## src/rtl/ccgs_pkg.sv

```systemverilog
package ccgs_pkg;

    // Default build limits.
    localparam int MAX_DEGREE_DEF  = 16;
    localparam int MAX_RESULTS_DEF = 64;

    // Field widths of the request and the result.
    localparam int LEN_W    = 16;
    localparam int OP_W     = 2;
    localparam int WEIGHT_W = 7;
    localparam int STATUS_W = 2;
    localparam int GEN_W    = 64;

    typedef logic [STATUS_W-1:0] t_status;
    typedef logic [OP_W-1:0]     t_op;

    // Result status codes.
    localparam t_status ST_FOUND   = 2'd0;
    localparam t_status ST_NONE    = 2'd1;
    localparam t_status ST_INVALID = 2'd2;

    // Search modes.
    localparam t_op OP_LOWEST  = 2'd0;
    localparam t_op OP_HIGHEST = 2'd1;
    localparam t_op OP_ALL     = 2'd2;
    localparam t_op OP_WEIGHT  = 2'd3;

endpackage

```

## src/rtl/ccgs_ram.sv

```systemverilog
module ccgs_ram #(
    parameter int WIDTH = 17,
    parameter int DEPTH = 64,
    parameter int AW    = (DEPTH > 1) ? $clog2(DEPTH) : 1
) (
    input  logic             i_clk,
    input  logic             i_we,
    input  logic [AW-1:0]    i_waddr,
    input  logic [WIDTH-1:0] i_wdata,
    input  logic [AW-1:0]    i_raddr,
    output logic [WIDTH-1:0] o_rdata
);

    logic [WIDTH-1:0] r_mem [DEPTH];
    logic [WIDTH-1:0] r_rdata;

    always_ff @(posedge i_clk) begin
        if (i_we) begin
            r_mem[i_waddr] <= i_wdata;
        end
        r_rdata <= r_mem[i_raddr];
    end

    assign o_rdata = r_rdata;

endmodule

```

## src/rtl/cyclic_code_generator_search.sv

```systemverilog
// An invalid request gives its single result in the cycle after acceptance. A valid
// request tests each candidate through the single shift/XOR reduction step, with a weight
// check first in weight mode; up to 2^(m-1) candidates are tested, then each divisor found
// is read from the registered result memory and delivered in turn.
// Throughput: one request at a time; busy is high from acceptance to the last result.
// Reset: synchronous, active low; the sequencer returns to idle, memory is not cleared.
// Results cannot be stalled: each is shown for exactly one cycle with o_result_valid.
module cyclic_code_generator_search #(
    parameter int MAX_DEGREE  = ccgs_pkg::MAX_DEGREE_DEF,
    parameter int MAX_RESULTS = ccgs_pkg::MAX_RESULTS_DEF
) (
    input  logic                              i_clk,
    input  logic                              i_rst_n,
    input  logic                              start,
    output logic                              busy,
    input  logic [ccgs_pkg::LEN_W-1:0]        i_block_length,
    input  logic [ccgs_pkg::LEN_W-1:0]        i_message_length,
    input  logic [ccgs_pkg::OP_W-1:0]         i_op,
    input  logic [ccgs_pkg::WEIGHT_W-1:0]     i_wanted_weight,
    output logic                              o_result_valid,
    output logic [ccgs_pkg::STATUS_W-1:0]     o_status,
    output logic [ccgs_pkg::GEN_W-1:0]        o_generator,
    output logic                              o_last_result,
    output logic                              o_truncated
);

    // Polynomials of degree up to MAX_DEGREE need MAX_DEGREE + 1 coefficient bits.
    localparam int DW = MAX_DEGREE + 1;
    // Width of a degree or a coefficient index.
    localparam int MW = $clog2(MAX_DEGREE + 1);
    // Result memory address and result count widths.
    localparam int AW = (MAX_RESULTS > 1) ? $clog2(MAX_RESULTS) : 1;
    localparam int CW = $clog2(MAX_RESULTS + 1);
    localparam int LW = ccgs_pkg::LEN_W;
    localparam int WW = ccgs_pkg::WEIGHT_W;
    // Exponent bit index: the exponent is LEN_W bits wide.
    localparam int BW = $clog2(ccgs_pkg::LEN_W);

    // Sequencer states.
    localparam logic [3:0] S_IDLE   = 4'd0;
    localparam logic [3:0] S_TEST   = 4'd1;
    localparam logic [3:0] S_WEIGHT = 4'd2;
    localparam logic [3:0] S_POW    = 4'd3;
    localparam logic [3:0] S_SQ     = 4'd4;
    localparam logic [3:0] S_MX     = 4'd5;
    localparam logic [3:0] S_CHECK  = 4'd6;
    localparam logic [3:0] S_NEXT   = 4'd7;
    localparam logic [3:0] S_DONE   = 4'd8;
    localparam logic [3:0] S_RD     = 4'd9;
    localparam logic [3:0] S_EMIT   = 4'd10;
    localparam logic [3:0] S_STAT   = 4'd11;

    // Multiply by x modulo g, with r held below degree m.
    function automatic logic [DW-1:0] f_times_x(input logic [DW-1:0] r,
                                                input logic [DW-1:0] g,
                                                input logic [DW-1:0] top);
        logic [DW-1:0] s;
        s = r << 1;
        if ((s & top) != '0) begin
            s = s ^ g;
        end
        return s;
    endfunction

    logic [3:0]              r_state, n_state;
    logic [LW-1:0]           r_n, n_n;
    logic [MW-1:0]           r_m, n_m;
    ccgs_pkg::t_op           r_op, n_op;
    logic [WW-1:0]           r_want, n_want;
    logic [DW-1:0]           r_cand, n_cand;
    logic [DW-1:0]           r_rem, n_rem;
    logic [DW-1:0]           r_base, n_base;
    logic [DW-1:0]           r_acc, n_acc;
    logic [BW-1:0]           r_bit, n_bit;
    logic [MW-1:0]           r_j, n_j;
    logic [MW-1:0]           r_widx, n_widx;
    logic [WW-1:0]           r_wcnt, n_wcnt;
    logic [CW-1:0]           r_count, n_count;
    logic                    r_trunc, n_trunc;
    logic [AW-1:0]           r_ridx, n_ridx;
    ccgs_pkg::t_status       r_status, n_status;

    logic                    accept;
    logic [LW:0]             len_diff;
    logic                    req_valid;
    logic [DW-1:0]           top, cand_lo, cand_hi;
    logic [DW-1:0]           tx_in, tx_out, sq_val;
    logic [WW-1:0]           weight_sum;
    logic                    ram_we;
    logic [DW-1:0]           ram_rdata;
    logic                    emit_last;

    assign accept    = start && !busy;
    assign busy      = (r_state != S_IDLE);
    assign len_diff  = {1'b0, i_block_length} - {1'b0, i_message_length};
    assign req_valid = (i_block_length != '0) && (i_message_length < i_block_length)
                       && (len_diff <= (LW+1)'(MAX_DEGREE));

    // Candidate range for degree m: odd polynomials with the top coefficient set.
    assign top     = DW'(1) << r_m;
    assign cand_lo = top | DW'(1);
    assign cand_hi = top | (top - DW'(1));

    // The one shared reduction step. While squaring it advances the accumulator and adds
    // in the base when the current coefficient of the base is set; otherwise it multiplies
    // the remainder by x.
    assign tx_in  = (r_state == S_MX) ? r_rem : r_acc;
    assign tx_out = f_times_x(tx_in, r_cand, top);
    assign sq_val = tx_out ^ (r_base[r_j] ? r_base : '0);

    assign weight_sum = r_wcnt + WW'(r_cand[r_widx]);
    assign emit_last  = (CW'(r_ridx) == (r_count - CW'(1)));

    always_comb begin
        n_state  = r_state;
        n_n      = r_n;
        n_m      = r_m;
        n_op     = r_op;
        n_want   = r_want;
        n_cand   = r_cand;
        n_rem    = r_rem;
        n_base   = r_base;
        n_acc    = r_acc;
        n_bit    = r_bit;
        n_j      = r_j;
        n_widx   = r_widx;
        n_wcnt   = r_wcnt;
        n_count  = r_count;
        n_trunc  = r_trunc;
        n_ridx   = r_ridx;
        n_status = r_status;
        ram_we   = 1'b0;

        case (r_state)
            S_IDLE: begin
                if (accept) begin
                    n_n     = i_block_length;
                    n_op    = i_op;
                    n_want  = i_wanted_weight;
                    n_m     = len_diff[MW-1:0];
                    n_count = '0;
                    n_trunc = 1'b0;
                    if (req_valid) begin
                        n_state = S_TEST;
                    end else begin
                        n_status = ccgs_pkg::ST_INVALID;
                        n_state  = S_STAT;
                    end
                end
            end
            S_TEST: begin
                // The first pass through here sets up the starting candidate.
                if (r_count == '0 && r_cand == '0) begin
                    n_cand = (r_op == ccgs_pkg::OP_HIGHEST) ? cand_hi : cand_lo;
                end else if (r_op == ccgs_pkg::OP_WEIGHT) begin
                    n_widx  = '0;
                    n_wcnt  = '0;
                    n_state = S_WEIGHT;
                end else begin
                    n_state = S_POW;
                end
            end
            S_WEIGHT: begin
                n_wcnt = weight_sum;
                n_widx = r_widx + MW'(1);
                if (r_widx == r_m) begin
                    n_state = (weight_sum == r_want) ? S_POW : S_NEXT;
                end
            end
            S_POW: begin
                n_rem   = DW'(1);
                n_base  = DW'(1);
                n_acc   = '0;
                n_bit   = BW'(LW - 1);
                n_j     = r_m - MW'(1);
                n_state = S_SQ;
            end
            S_SQ: begin
                n_acc = sq_val;
                n_j   = r_j - MW'(1);
                if (r_j == '0) begin
                    n_rem = sq_val;
                    if (r_n[r_bit]) begin
                        n_state = S_MX;
                    end else if (r_bit == '0) begin
                        n_state = S_CHECK;
                    end else begin
                        n_bit  = r_bit - BW'(1);
                        n_base = sq_val;
                        n_acc  = '0;
                        n_j    = r_m - MW'(1);
                    end
                end
            end
            S_MX: begin
                n_rem = tx_out;
                if (r_bit == '0) begin
                    n_state = S_CHECK;
                end else begin
                    n_bit   = r_bit - BW'(1);
                    n_base  = tx_out;
                    n_acc   = '0;
                    n_j     = r_m - MW'(1);
                    n_state = S_SQ;
                end
            end
            S_CHECK: begin
                if (r_rem == DW'(1)) begin
                    if (r_count == CW'(MAX_RESULTS)) begin
                        n_trunc = 1'b1;
                        n_state = S_DONE;
                    end else begin
                        ram_we  = 1'b1;
                        n_count = r_count + CW'(1);
                        if (r_op == ccgs_pkg::OP_LOWEST || r_op == ccgs_pkg::OP_HIGHEST) begin
                            n_state = S_DONE;
                        end else begin
                            n_state = S_NEXT;
                        end
                    end
                end else begin
                    n_state = S_NEXT;
                end
            end
            S_NEXT: begin
                if (r_op == ccgs_pkg::OP_HIGHEST) begin
                    if (r_cand == cand_lo) begin
                        n_state = S_DONE;
                    end else begin
                        n_cand  = r_cand - DW'(2);
                        n_state = S_TEST;
                    end
                end else begin
                    if (r_cand == cand_hi) begin
                        n_state = S_DONE;
                    end else begin
                        n_cand  = r_cand + DW'(2);
                        n_state = S_TEST;
                    end
                end
            end
            S_DONE: begin
                n_cand = '0;
                n_ridx = '0;
                if (r_count == '0) begin
                    n_status = ccgs_pkg::ST_NONE;
                    n_state  = S_STAT;
                end else begin
                    n_status = ccgs_pkg::ST_FOUND;
                    n_state  = S_RD;
                end
            end
            S_RD: begin
                n_state = S_EMIT;
            end
            S_EMIT: begin
                if (emit_last) begin
                    n_state = S_IDLE;
                end else begin
                    n_ridx  = r_ridx + AW'(1);
                    n_state = S_RD;
                end
            end
            S_STAT: begin
                n_cand  = '0;
                n_state = S_IDLE;
            end
            default: begin
                n_state = S_IDLE;
            end
        endcase
    end

    always_ff @(posedge i_clk) begin
        if (!i_rst_n) begin
            r_state  <= S_IDLE;
            r_cand   <= '0;
            r_count  <= '0;
            r_trunc  <= 1'b0;
            r_ridx   <= '0;
            r_status <= ccgs_pkg::ST_FOUND;
        end else begin
            r_state  <= n_state;
            r_cand   <= n_cand;
            r_count  <= n_count;
            r_trunc  <= n_trunc;
            r_ridx   <= n_ridx;
            r_status <= n_status;
        end
    end

    // Working registers of the search carry no reset.
    always_ff @(posedge i_clk) begin
        r_n    <= n_n;
        r_m    <= n_m;
        r_op   <= n_op;
        r_want <= n_want;
        r_rem  <= n_rem;
        r_base <= n_base;
        r_acc  <= n_acc;
        r_bit  <= n_bit;
        r_j    <= n_j;
        r_widx <= n_widx;
        r_wcnt <= n_wcnt;
    end

    // Divisors are kept here until the search has ended, since the truncation flag on
    // every result and the last-result mark are only known then.
    ccgs_ram #(
        .WIDTH (DW),
        .DEPTH (MAX_RESULTS),
        .AW    (AW)
    ) u_result_ram (
        .i_clk   (i_clk),
        .i_we    (ram_we),
        .i_waddr (r_count[AW-1:0]),
        .i_wdata (r_cand),
        .i_raddr (r_ridx),
        .o_rdata (ram_rdata)
    );

    assign o_result_valid = (r_state == S_EMIT) || (r_state == S_STAT);
    assign o_status       = r_status;
    assign o_generator    = (r_state == S_EMIT) ? ccgs_pkg::GEN_W'(ram_rdata) : '0;
    assign o_last_result  = (r_state == S_STAT) || ((r_state == S_EMIT) && emit_last);
    assign o_truncated    = (r_state == S_EMIT) && r_trunc;

    // A result only ever appears while the block is busy.
    a_result_busy: assert property (@(posedge i_clk) disable iff (!i_rst_n)
        o_result_valid |-> busy)
        else $error("result strobe outside a request");

    // A status-only result is always the last of its request.
    a_status_last: assert property (@(posedge i_clk) disable iff (!i_rst_n)
        (o_result_valid && o_status != ccgs_pkg::ST_FOUND) |-> o_last_result)
        else $error("status result not marked last");

    // Truncation is only flagged on found divisors.
    a_trunc_found: assert property (@(posedge i_clk) disable iff (!i_rst_n)
        (o_result_valid && o_truncated) |-> (o_status == ccgs_pkg::ST_FOUND))
        else $error("truncation flag on a status result");

    // An accepted request keeps the block busy in the next cycle.
    a_accept_busy: assert property (@(posedge i_clk) disable iff (!i_rst_n)
        (start && !busy) |=> busy)
        else $error("request accepted but block not busy");

endmodule
```

## config.mk

```make
export PLATFORM = sky130hd
export DESIGN_NAME = cyclic_code_generator_search
export DESIGN_NICKNAME = d
export VERILOG_FILES = /design/src/rtl/ccgs_pkg.sv /design/src/rtl/ccgs_ram.sv /design/src/rtl/cyclic_code_generator_search.sv
export SDC_FILE = /design/constraint.sdc
export NUM_CORES = 1
export LEC_CHECK = 0
export BUFFER_PORTS_ARGS = -buffer_cell sky130_fd_sc_hd__clkbuf_2
export CAP_MARGIN = 40
export CELL_PAD_IN_SITES_DETAIL_PLACEMENT = 1
export CELL_PAD_IN_SITES_GLOBAL_PLACEMENT = 1
export CORE_ASPECT_RATIO = 1.4
export CORE_MARGIN = 5
export CORE_UTILIZATION = 58
export CTS_BUF_LIST = sky130_fd_sc_hd__clkbuf_8 sky130_fd_sc_hd__clkbuf_16
export CTS_CLUSTER_DIAMETER = 40
export DETAILED_ROUTE_END_ITERATION = 12
export GPL_TIMING_DRIVEN = 0
export HOLD_SLACK_MARGIN = 0.05
export PLACE_DENSITY = 0.82
export SETUP_SLACK_MARGIN = 0.2
export SYNTH_ARGS = -nofsm -noshare
export SYNTH_HDL_FRONTEND = slang
export SYNTH_HIERARCHICAL = 1
export SYNTH_SLANG_ARGS = --single-unit
```

## constraint.sdc

```tcl
create_clock -name i_clk -period 7.1 [get_ports i_clk]
set_input_delay 0 -clock i_clk [delete_from_list [all_inputs] [get_ports i_clk]]
set_output_delay 0 -clock i_clk [all_outputs]
set_load 0.05 [all_outputs]
```

Word-level counts from Yosys, hierarchy flattened
Memories as Yosys holds them, arrays and structs flattened. A register that Yosys moved wholly into a read port is not among the register bits. Cells that the tools add are included.

Register bits after elaboration: 138. RAM bits: 1088. Bits of input ports: 44. Logic and storage cells: 196. Memories: 1.

Add/subtract/negate cells: 12. Magnitude comparators: 5. Eq/ne operators: 37. Shifts and indexed selects: 1. Mux-type cells: 81. Bitwise operators: 4. Reduce and logical (&&, ||, !) cells: 38.

Memory list: u_result_ram.r_mem (words 64, bits a word 17, rd ports 1, clocked after Yosys merged registers in 1, write ports 1, line ccgs_ram.sv:14) `logic [WIDTH-1:0] r_mem [DEPTH];`.

Operators with widths (number): $mux 17 (13); $pmux 17 s3 (3); $mux 16 (5); $mux 4 (17); $pmux 16 s3 (1); $pmux 4 s11 (1); $mux 7 (5); $eq 17x17->1 (2); $xor 17x17->17 (2); $mux 5 (6); $ne 2x2->1 const B (14); $pmux 7 s2 (2); $add 17x2->17 const B (1); $and 17x17->17 (1); $eq 17x1->1 const B (1); $le 17x5->1 const B (1); $logic_not 17->1 (1); $or 17x17->17 (1); $reduce_bool 17->1 (1); $shl 1x5->17 const A (1); $sub 16x16->17 (1); $sub 17x1->17 const B (1); $sub 17x2->17 const B (1); $eq 4x3->1 const B (4); 48 further kinds (92).

Depth between registers and ports, before layout
Gate-level depths: netlist of run 1.

Word-level depth: 10. Mapped depth: 14.

By module
Netlist of run 1, hierarchy kept.

Modules (own cells, without submodules): ccgs_ram (times used 1, cells each 1961, area an instance 42457.0 µm², seq. area each 33011.7 µm²); cyclic_code_generator_search (times used 1, cells each 1219, area an instance 10974.3 µm², seq. area each 3773.6 µm²).

Worst setup path before layout of run 1
OpenSTA, ideal clock, no wires.

Path kind: reg-to-reg. Start: register r_cand[15]. End: register r_wcnt[0] (enable). Setup time: 0.449 ns. Arrival: 3.806 ns. Path slack: 2.845 ns. Stages on the path, launching flop included: 6. Buffers on the path: 1. Cell sequence: dfxtp_1 > clkbuf_1 > nor4_1 > nand4_1 > nor3_1 > a2111oi_0.

Cells in the longest elaborated chain, start to end: 4.

Ends and longest elaborated chain: from (decl) (line cyclic_code_generator_search.sv:70) `logic [DW-1:0] r_cand, n_cand;`; from (signal assigned) (line cyclic_code_generator_search.sv:284) `r_cand <= n_cand;`; $logic_not 17->1 (line cyclic_code_generator_search.sv:153) `if (r_count == '0 && r_cand == '0) begin`; $logic_and 1x1->1 (line cyclic_code_generator_search.sv:153); $ne 2x2->1 (no line); $reduce_and 3->1 (no line); to (signal assigned) (line cyclic_code_generator_search.sv:304) `r_wcnt <= n_wcnt;`; to (decl) (line cyclic_code_generator_search.sv:77) `logic [WW-1:0] r_wcnt, n_wcnt;`.

No other way between the ends. A chain may end at the register's enable or synchronous reset.

Worst setup path after layout of run 1
Start: register r_cand[14]. End: register r_state[2].

Cells in the longest elaborated chain, start to end: 7. Elaborated cells on any way between the ends: 11. Those cells by class: 1 x add/sub; 2 x eq/ne; 5 x mux; 3 x reduce/logical.

Ends and longest elaborated chain: $bmux 1 s5 (line cyclic_code_generator_search.sv:111) `assign weight_sum = r_wcnt + WW'(r_cand[r_widx]);`; $mux 1 (not written as such) (line cyclic_code_generator_search.sv:111); $add 7x1->7 (line cyclic_code_generator_search.sv:111); via weight_sum[1] (line cyclic_code_generator_search.sv:88) `logic [WW-1:0] weight_sum;`; $eq 7x7->1 (line cyclic_code_generator_search.sv:167) `n_state = (weight_sum == r_want) ? S_POW : S_NEXT;`; $mux 3 (line cyclic_code_generator_search.sv:167); $mux 4 (line cyclic_code_generator_search.sv:166) `if (r_widx == r_m) begin`; $pmux 4 s11 (line cyclic_code_generator_search.sv:134) `case (r_state)`; to (signal assigned) (line cyclic_code_generator_search.sv:283) `r_state <= n_state;`; to (decl) (line cyclic_code_generator_search.sv:65) `logic [3:0] r_state, n_state;`.

The timed path passes the listed nets, and every way through them passes these cells. The select of a mux whose other input is x is not followed.

==> out/metrics.cfg, run 1 <==
[timing]
min_period_ns=5.045
maxSlewHeadroom=0.3387
clock.fmax_mhz=198.2
worstMarginPinSlew_ns=0.9920
final.period_utilization=0.7105
fin_skew_ns=0.03638
rsz0062_at_grt=false
finalHoldViolCount=0
setup_violations=0
drv_slew=0
tns_ns=0

[global_route]
grt_overflow_total=0
antenna_found_initial=8
grt_max_degree=72
grt_pass1_wl_um=260300
grt_pass1_vias=36210
track_usage=0.3658

[power_and_ir_drop]
seqPwrFrac=0.486
p_int_w=0.01421
pwr-share-comb=0.177
cellLeakagePower_nw=20.48
p_total_w=0.02039
power_density_mw_per_mm2=329.3
vdd_drop_max_uv=322.2
power.switching_w=0.006179
clock_power_share=0.337
p_sw_frac=0.3030

[final_layout]
final_nets=3670
multi_input_area_mm2=0.01534
area_growth_pct=15.87
fillCellCount=7718
drive_gt1_frac=0.2338
final_cells=4880
area.sequential_mm2=0.03681

[worst_setup_path]
worstPathArrival_ns=5.69
critPathMaxFanout=34
start_kind=flop
required_ns=7.74
endpoint_kind=flop
crit_type=reg2reg

[job]
maxCapViolCount=0

[synth]
synthCells=3180
synth_top_cell_area_share=0.6682
ys_ff_latch=1243
seq_area_frac_synth=0.6885
synth_cell_type_count=92
netlist_area_mm2=0.05343
synthTopCellsByArea=edfxtp_1 67%, mux4_2 9.5%, mux2i_1 2.9%, dfxtp_1 2.0%, nor2_1 1.4%
synth-main-ff-cell=edfxtp_1
yosys_warnings=6
syn_area_per_cell_um2=16.80
async_flop_share=0
synth_edf_count=1189
yosysTopAreaCell=edfxtp_1

[route]
via_per_inst=7.073
drtIter0Drc=4424
wl_per_cell_um=36.99
ant_nets=0
drc_errors=0
first_pass_iters=6
drt-total-wl_um=180500
vias=34510

[clock_network]
clk_latency_ns=0.77
clockBufferDepth=3
clkSinkCount=1243
post-cts-setup-buffers=0
clkTransAtPathRegs_ns=0.07
tritoncts=done
cts_hold_buf=56
htreeDepth=4
root_buffer=clkbuf_16
cts_resized=0
cts_buffers=130

[min_path]
hp-class=in2reg

[floorplan]
die_w_um=266.5
start_util=0.5853
fp.coreArea_mm2=0.09130
io_pins=114
std_cell_rows=131
die_y_um=369.1
dieArea_mm2=0.09838

[place]
dpl.cell_count=4588
place.gp.congestion=0.9384
dp_hpwl_um=114100
numPortBuffers=66

[outcome]
status=complete, no violations

## worst paths after layout
| kind | start | slack [ns] | cells past startpoint | to |
|---|---|---|---|---|
| min | i_message_length[7] | 0.16 | 8 | o_status[0] |
| max reg2reg | r_cand[14] | 2.06 | 14 | r_state[2] |
| min reg2reg | o_status[1] | 0.45 | 2 | o_status[1] |
| max | r_cand[14] | 2.06 | 14 | r_state[2] |
## critical path, stage by stage (launching register included)
cell       delay, ns
dfxtp_2         0.86
buf_12          0.30
clkbuf_1        0.54
mux4_2          0.36
mux4_2          0.22
inv_1           0.04
o21ai_0         0.45
ha_1            0.28
ha_1            0.26
xor2_1          0.17
nor4_1          0.37
nand3_1         0.14
o31ai_1         0.47
a2111oi_0       0.23
o21a_1          0.21
## sequential cells by signal, indices dropped and copies added (netlist names), 5 cells and up
signal / count
u_result_ram/r_mem: 1088
r_base: 17
r_cand: 17
r_rem: 17
u_result_ram/o_rdata: 17
r_acc: 16
r_n: 16
r_count: 7
r_want: 7
r_wcnt: 7
r_ridx: 6
r_j: 5
r_m: 5
r_widx: 5
## Yosys cell counts, types with 40 or more instances
library cell,n
mux4_2,226
nor3_1,48
ha_1,43
nor2_1,199
dfxtp_1,54
nand2_1,113
xnor2_1,41
clkbuf_1,87
a22oi_1,70
nor2b_1,40
buf_2,45
and3_1,42
buf_4,67
a21oi_1,85
nand3_1,51
inv_1,54
xor2_1,74
a221oi_1,50
mux2i_1,155
edfxtp_1,1189
## power groups by stage
stage	logic, W	registers [W]	clock network [W]
3_5_place_dp	0.00341	0.0101	0
3_3_place_gp	0.00248	0.0106	0
5_1_grt	0.00379	0.00993	0.00730
2_1_floorplan	0.00180	0.00994	0
4_1_cts	0.00349	0.00992	0.00690
6_report	0.00362	0.00991	0.00686
## metal layers
metal	GRT usage	part of all wire	up-vias
li1	-	-	13490
met4	0.2255	0.081	6
met5	0	0.00023	-
met2	0.6319	0.51	2616
met3	0.07270	0.089	712
met1	0.4196	0.32	17700
## logic make-up after synthesis
logic type               count (synthesis)  share of synthesized area
adder cells (fa/ha/maj)                 45                    0.01082
multiplexers                           402                     0.1296
AND/OR/NAND/NOR                        638                    0.06065
flip-flops                            1243                     0.6885
AO/OA/AOI/OAI                          441                    0.06035
other                                    1                 0.00007018
XOR/XNOR                               115                    0.01885
buffers and inverters                  295                    0.03124
## layout by cell type (no fill, tap or decap), drive strengths merged, types with 18 or more instances in the layout
cell / count
a211oi: 43
a21oi: 86
a221oi: 54
a22oi: 71
and3: 42
buf: 251
clkbuf: 295
clkinv: 43
conb: 47
dfxtp: 54
dlygate4sd3: 56
edfxtp: 1189
ha: 43
inv: 87
mux2: 18
mux2i: 155
mux4: 229
nand2: 113
nand3: 51
nand4: 23
nor2: 203
nor2b: 40
nor3: 48
nor4: 23
o21ai: 33
o22ai: 18
o31ai: 24
xnor2: 41
xor2: 74
## through the flow
| step | area [µm²] | util | hold slack (ns) | setup slack, ns |
|---|---|---|---|---|
| 4_1_cts | 61880 | 0.6778 | 0.1157 | 2.087 |
| 6_report | 61910 | 0.6782 | 0.1589 | 2.055 |
| 3_5_place_dp | 57090 | 0.6253 | 0.1859 | 2.128 |
| 5_1_grt | 61910 | 0.6781 | 0.1620 | 1.929 |
| 3_3_place_gp | 55430 | 0.6072 | 0.1876 | 0.5044 |
| 2_1_floorplan | 53600 | - | 0.09887 | 2.845 |
## layout make-up
cell class / instances / share of cell area
inverter: 55 / 0.003334
tap: 1197 / 0.02419
multi-input combinational: 1688 / 0.2478
sequential: 1243 / 0.5946
clock inverter: 93 / 0.01211
antenna: 1 / 0.00004042
timing repair buffer: 223 / 0.03805
clock buffer: 140 / 0.05622
buffer: 240 / 0.02362
Note: power is estimated with default switching activity, not from simulation.
==> run 2: changes to the inputs <==
--- a/config.mk
+++ b/config.mk
@@ -11,13 +11,13 @@
 export CELL_PAD_IN_SITES_GLOBAL_PLACEMENT = 1
 export CORE_ASPECT_RATIO = 1.4
 export CORE_MARGIN = 5
-export CORE_UTILIZATION = 58
+export CORE_UTILIZATION = 54
 export CTS_BUF_LIST = sky130_fd_sc_hd__clkbuf_8 sky130_fd_sc_hd__clkbuf_16
 export CTS_CLUSTER_DIAMETER = 40
 export DETAILED_ROUTE_END_ITERATION = 12
 export GPL_TIMING_DRIVEN = 0
 export HOLD_SLACK_MARGIN = 0.05
-export PLACE_DENSITY = 0.82
+export PLACE_DENSITY = 0.77
 export SETUP_SLACK_MARGIN = 0.2
 export SYNTH_ARGS = -nofsm -noshare
 export SYNTH_HDL_FRONTEND = slang
==> constraint.sdc (replaced) <==
create_clock -name i_clk -period 4.82 [get_ports i_clk]
set_input_delay 0 -clock i_clk [delete_from_list [all_inputs] [get_ports i_clk]]
set_output_delay 0 -clock i_clk [all_outputs]
set_load 0.05 [all_outputs]
==> run 2 against run 1 <==
Compared with the run above: global-route usage shrank 4.0 points; routed wire length shrank 5.2%; cell area grew 0.70%; critical path type unchanged; critical endpoint is now u_result_ram/r_mem[38][9]; highest routed layer unchanged.
==> out/metrics.cfg, run 2 (synthesis results as in run 1) <==
[place]
dpl_cell_area_mm2=0.05726  ; was 0.05709 mm²
dp_hpwl_um=113900  ; was 114100 µm
place.gp.congestion=0.8867  ; was 0.9384
numPortBuffers=66  ; unchanged

[timing]
finalHoldViolCount=0  ; unchanged
tns_ns=0  ; unchanged
setup_violations=0  ; unchanged
maxSlewHeadroom=0.3483  ; was 0.3387
worstMarginPinSlew_ns=0.9775  ; was 0.9920 ns
final.period_utilization=0.9346  ; was 0.7105
fin_skew_ns=0.04434  ; was 0.03638 ns
min_period_ns=4.505  ; was 5.045 ns
rsz0062_at_grt=false  ; unchanged
drv_slew=0  ; unchanged
clock.fmax_mhz=222.0  ; was 198.2 MHz

[global_route]
grt_max_degree=72  ; unchanged
grt_overflow_total=0  ; unchanged
track_usage=0.3257  ; was 0.3658
grt_pass1_vias=35680  ; was 36210
grt_pass1_wl_um=248700  ; was 260300 µm
antenna_found_initial=2  ; was 8

[route]
drc_errors=0  ; unchanged
wl_per_cell_um=34.22  ; was 36.99 µm
first_pass_iters=5  ; was 6
drt-total-wl_um=171100  ; was 180500 µm
vias=33290  ; was 34510
ant_nets=0  ; unchanged
drtIter0Drc=3857  ; was 4424
via_per_inst=6.658  ; was 7.073

[clock_network]
htreeDepth=4  ; unchanged
clkTransAtPathRegs_ns=0.06  ; was 0.07 ns
root_buffer=clkbuf_16  ; unchanged
clockBufferDepth=3  ; unchanged
cts_buffers=130  ; unchanged
tritoncts=done  ; unchanged
clk_latency_ns=0.79  ; was 0.77 ns
clkSinkCount=1243  ; unchanged

[worst_setup_path]
worstPathArrival_ns=4.96  ; was 5.69 ns
path_common_cell=buf_6
crit_chain=buf_2 -> nor2b_1 -> nand2_1 -> or4_1 -> nor2_1 -> clkbuf_1 -> nand3_1 -> nor3_2 -> buf_6 -> buf_6  ; was buf_12 -> clkbuf_1 -> mux4_2 -> mux4_2 -> inv_1 -> o21ai_0 -> ha_1 -> ha_1 -> xor2_1 -> nor4_1 -> nand3_1 -> o31ai_1 -> a2111oi_0 -> o21a_1
required_ns=5.28  ; was 7.74 ns
crit_family=simple AND/OR/NAND/NOR gates  ; was compound AO/OA/AOI/OAI gates
critPathMaxFanout=10  ; was 34
endpoint_kind=flop  ; unchanged
cp_slowest_stage_delay_ns=0.91  ; was 0.86 ns
start_kind=flop  ; unchanged
crit_type=reg2reg  ; unchanged
crit_buf_inv=4  ; was 3
cpMaxStageDelayCell=nor3_2  ; was dfxtp_2

[final_layout]
final_cell_mix=1189 x edfxtp_1, 226 x mux4_2, 155 x mux2i_1  ; unchanged
drive_gt1_frac=0.2392  ; was 0.2338
area_growth_pct=16.69  ; was 15.87%
regMostFlops=u_result_ram/r_mem  ; unchanged
final_nets=3668  ; was 3670
layout_commonest_cell=edfxtp_1  ; unchanged
finalInstanceArea_mm2=0.06235  ; was 0.06191 mm²
finalCoreUtilization=0.6350  ; was 0.6782
largest_register_ffs=1088  ; unchanged
fillCellCount=8627  ; was 7718

[power_and_ir_drop]
p_total_w=0.03019  ; was 0.02039 W
cellLeakagePower_nw=20.48  ; about the same
power_density_mw_per_mm2=484.2  ; was 329.3 mW/mm²
vdd_drop_max_uv=426.8  ; was 322.2 µV

[floorplan]
start_util=0.5442  ; was 0.5853
io_pins=114  ; unchanged
die_y_um=382.2  ; was 369.1 µm
fp.coreArea_mm2=0.09818  ; was 0.09130 mm²
std_cell_rows=136  ; was 131
dieArea_mm2=0.1054  ; was 0.09838 mm²
die_w_um=275.9  ; was 266.5 µm

[job]
maxCapViolCount=0  ; unchanged

[outcome]
status=complete, no violations  ; unchanged

[min_path]
hp-class=in2reg  ; unchanged

[run 2: through the flow]
stage          worst slack, ns  cells  hold WS, ns
2_1_floorplan           0.5651   3226      0.09887
3_3_place_gp            -1.942   4603       0.1769
3_5_place_dp           -0.3166   4701       0.1810
4_1_cts                 0.2039   4993      0.09293
5_1_grt                 0.2231   4998       0.1905
6_report                0.3154   5000       0.1130
[run 2: worst reg2reg max path, cell delays in order (launching register included)]
cell	delay (ns)
dfxtp_1	0.32
buf_2	0.22
nor2b_1	0.40
nand2_1	0.20
or4_1	0.57
nor2_1	0.26
clkbuf_1	0.39
nand3_1	0.50
nor3_2	0.91
buf_6	0.26
buf_6	0.18
[run 2: layout make-up]
type	count	area, µm²	area share
inverter	55	206.4	0.003311
clock buffer	141	3461	0.05551
multi-input combinational	1688	15370	0.2465
buffer	232	1433	0.02298
tap	1311	1640	0.02631
antenna	2	5.005	0.00008027
sequential	1243	36830	0.5908
timing repair buffer	229	2475	0.03969
clock inverter	99	927.1	0.01487
[run 2: timing repair]
item | 4_1_cts | 5_1_grt
pin swaps | 0 | 0
gates resized for setup | 9 | 3
hold buffers | 57 | 0
setup endpoints to repair | 7 | 28
endpoints found under the hold margin | 49 | 0
buffers inserted | 2 | 4
[run 2: power breakdown]
group          switching (W)  internal [W]  total (W)  leakage, nW
Sequential           0.00103        0.0136     0.0146         11.4
Clock                0.00441       0.00586     0.0103         2.20
Combinational        0.00363       0.00169    0.00532         6.90
[run 2: path summary, 6_finish.rpt]
kind,cells past startpoint,slack (ns),start,endpoint
max reg2reg,10,0.32,r_state[1],u_result_ram/r_mem[38][9]
min reg2reg,2,0.49,o_status[1],o_status[1]
max,10,0.32,r_state[1],u_result_ram/r_mem[38][9]
min,7,0.11,i_message_length[12],o_status[1]
[run 2: routing by layer]
layer	routed length, µm	vias up	track usage
li1	-	13510	-
met2	88140	1935	0.5656
met5	13	-	0
met4	12160	2	0.1849
met3	12820	542	0.06107
met1	57930	17300	0.3787
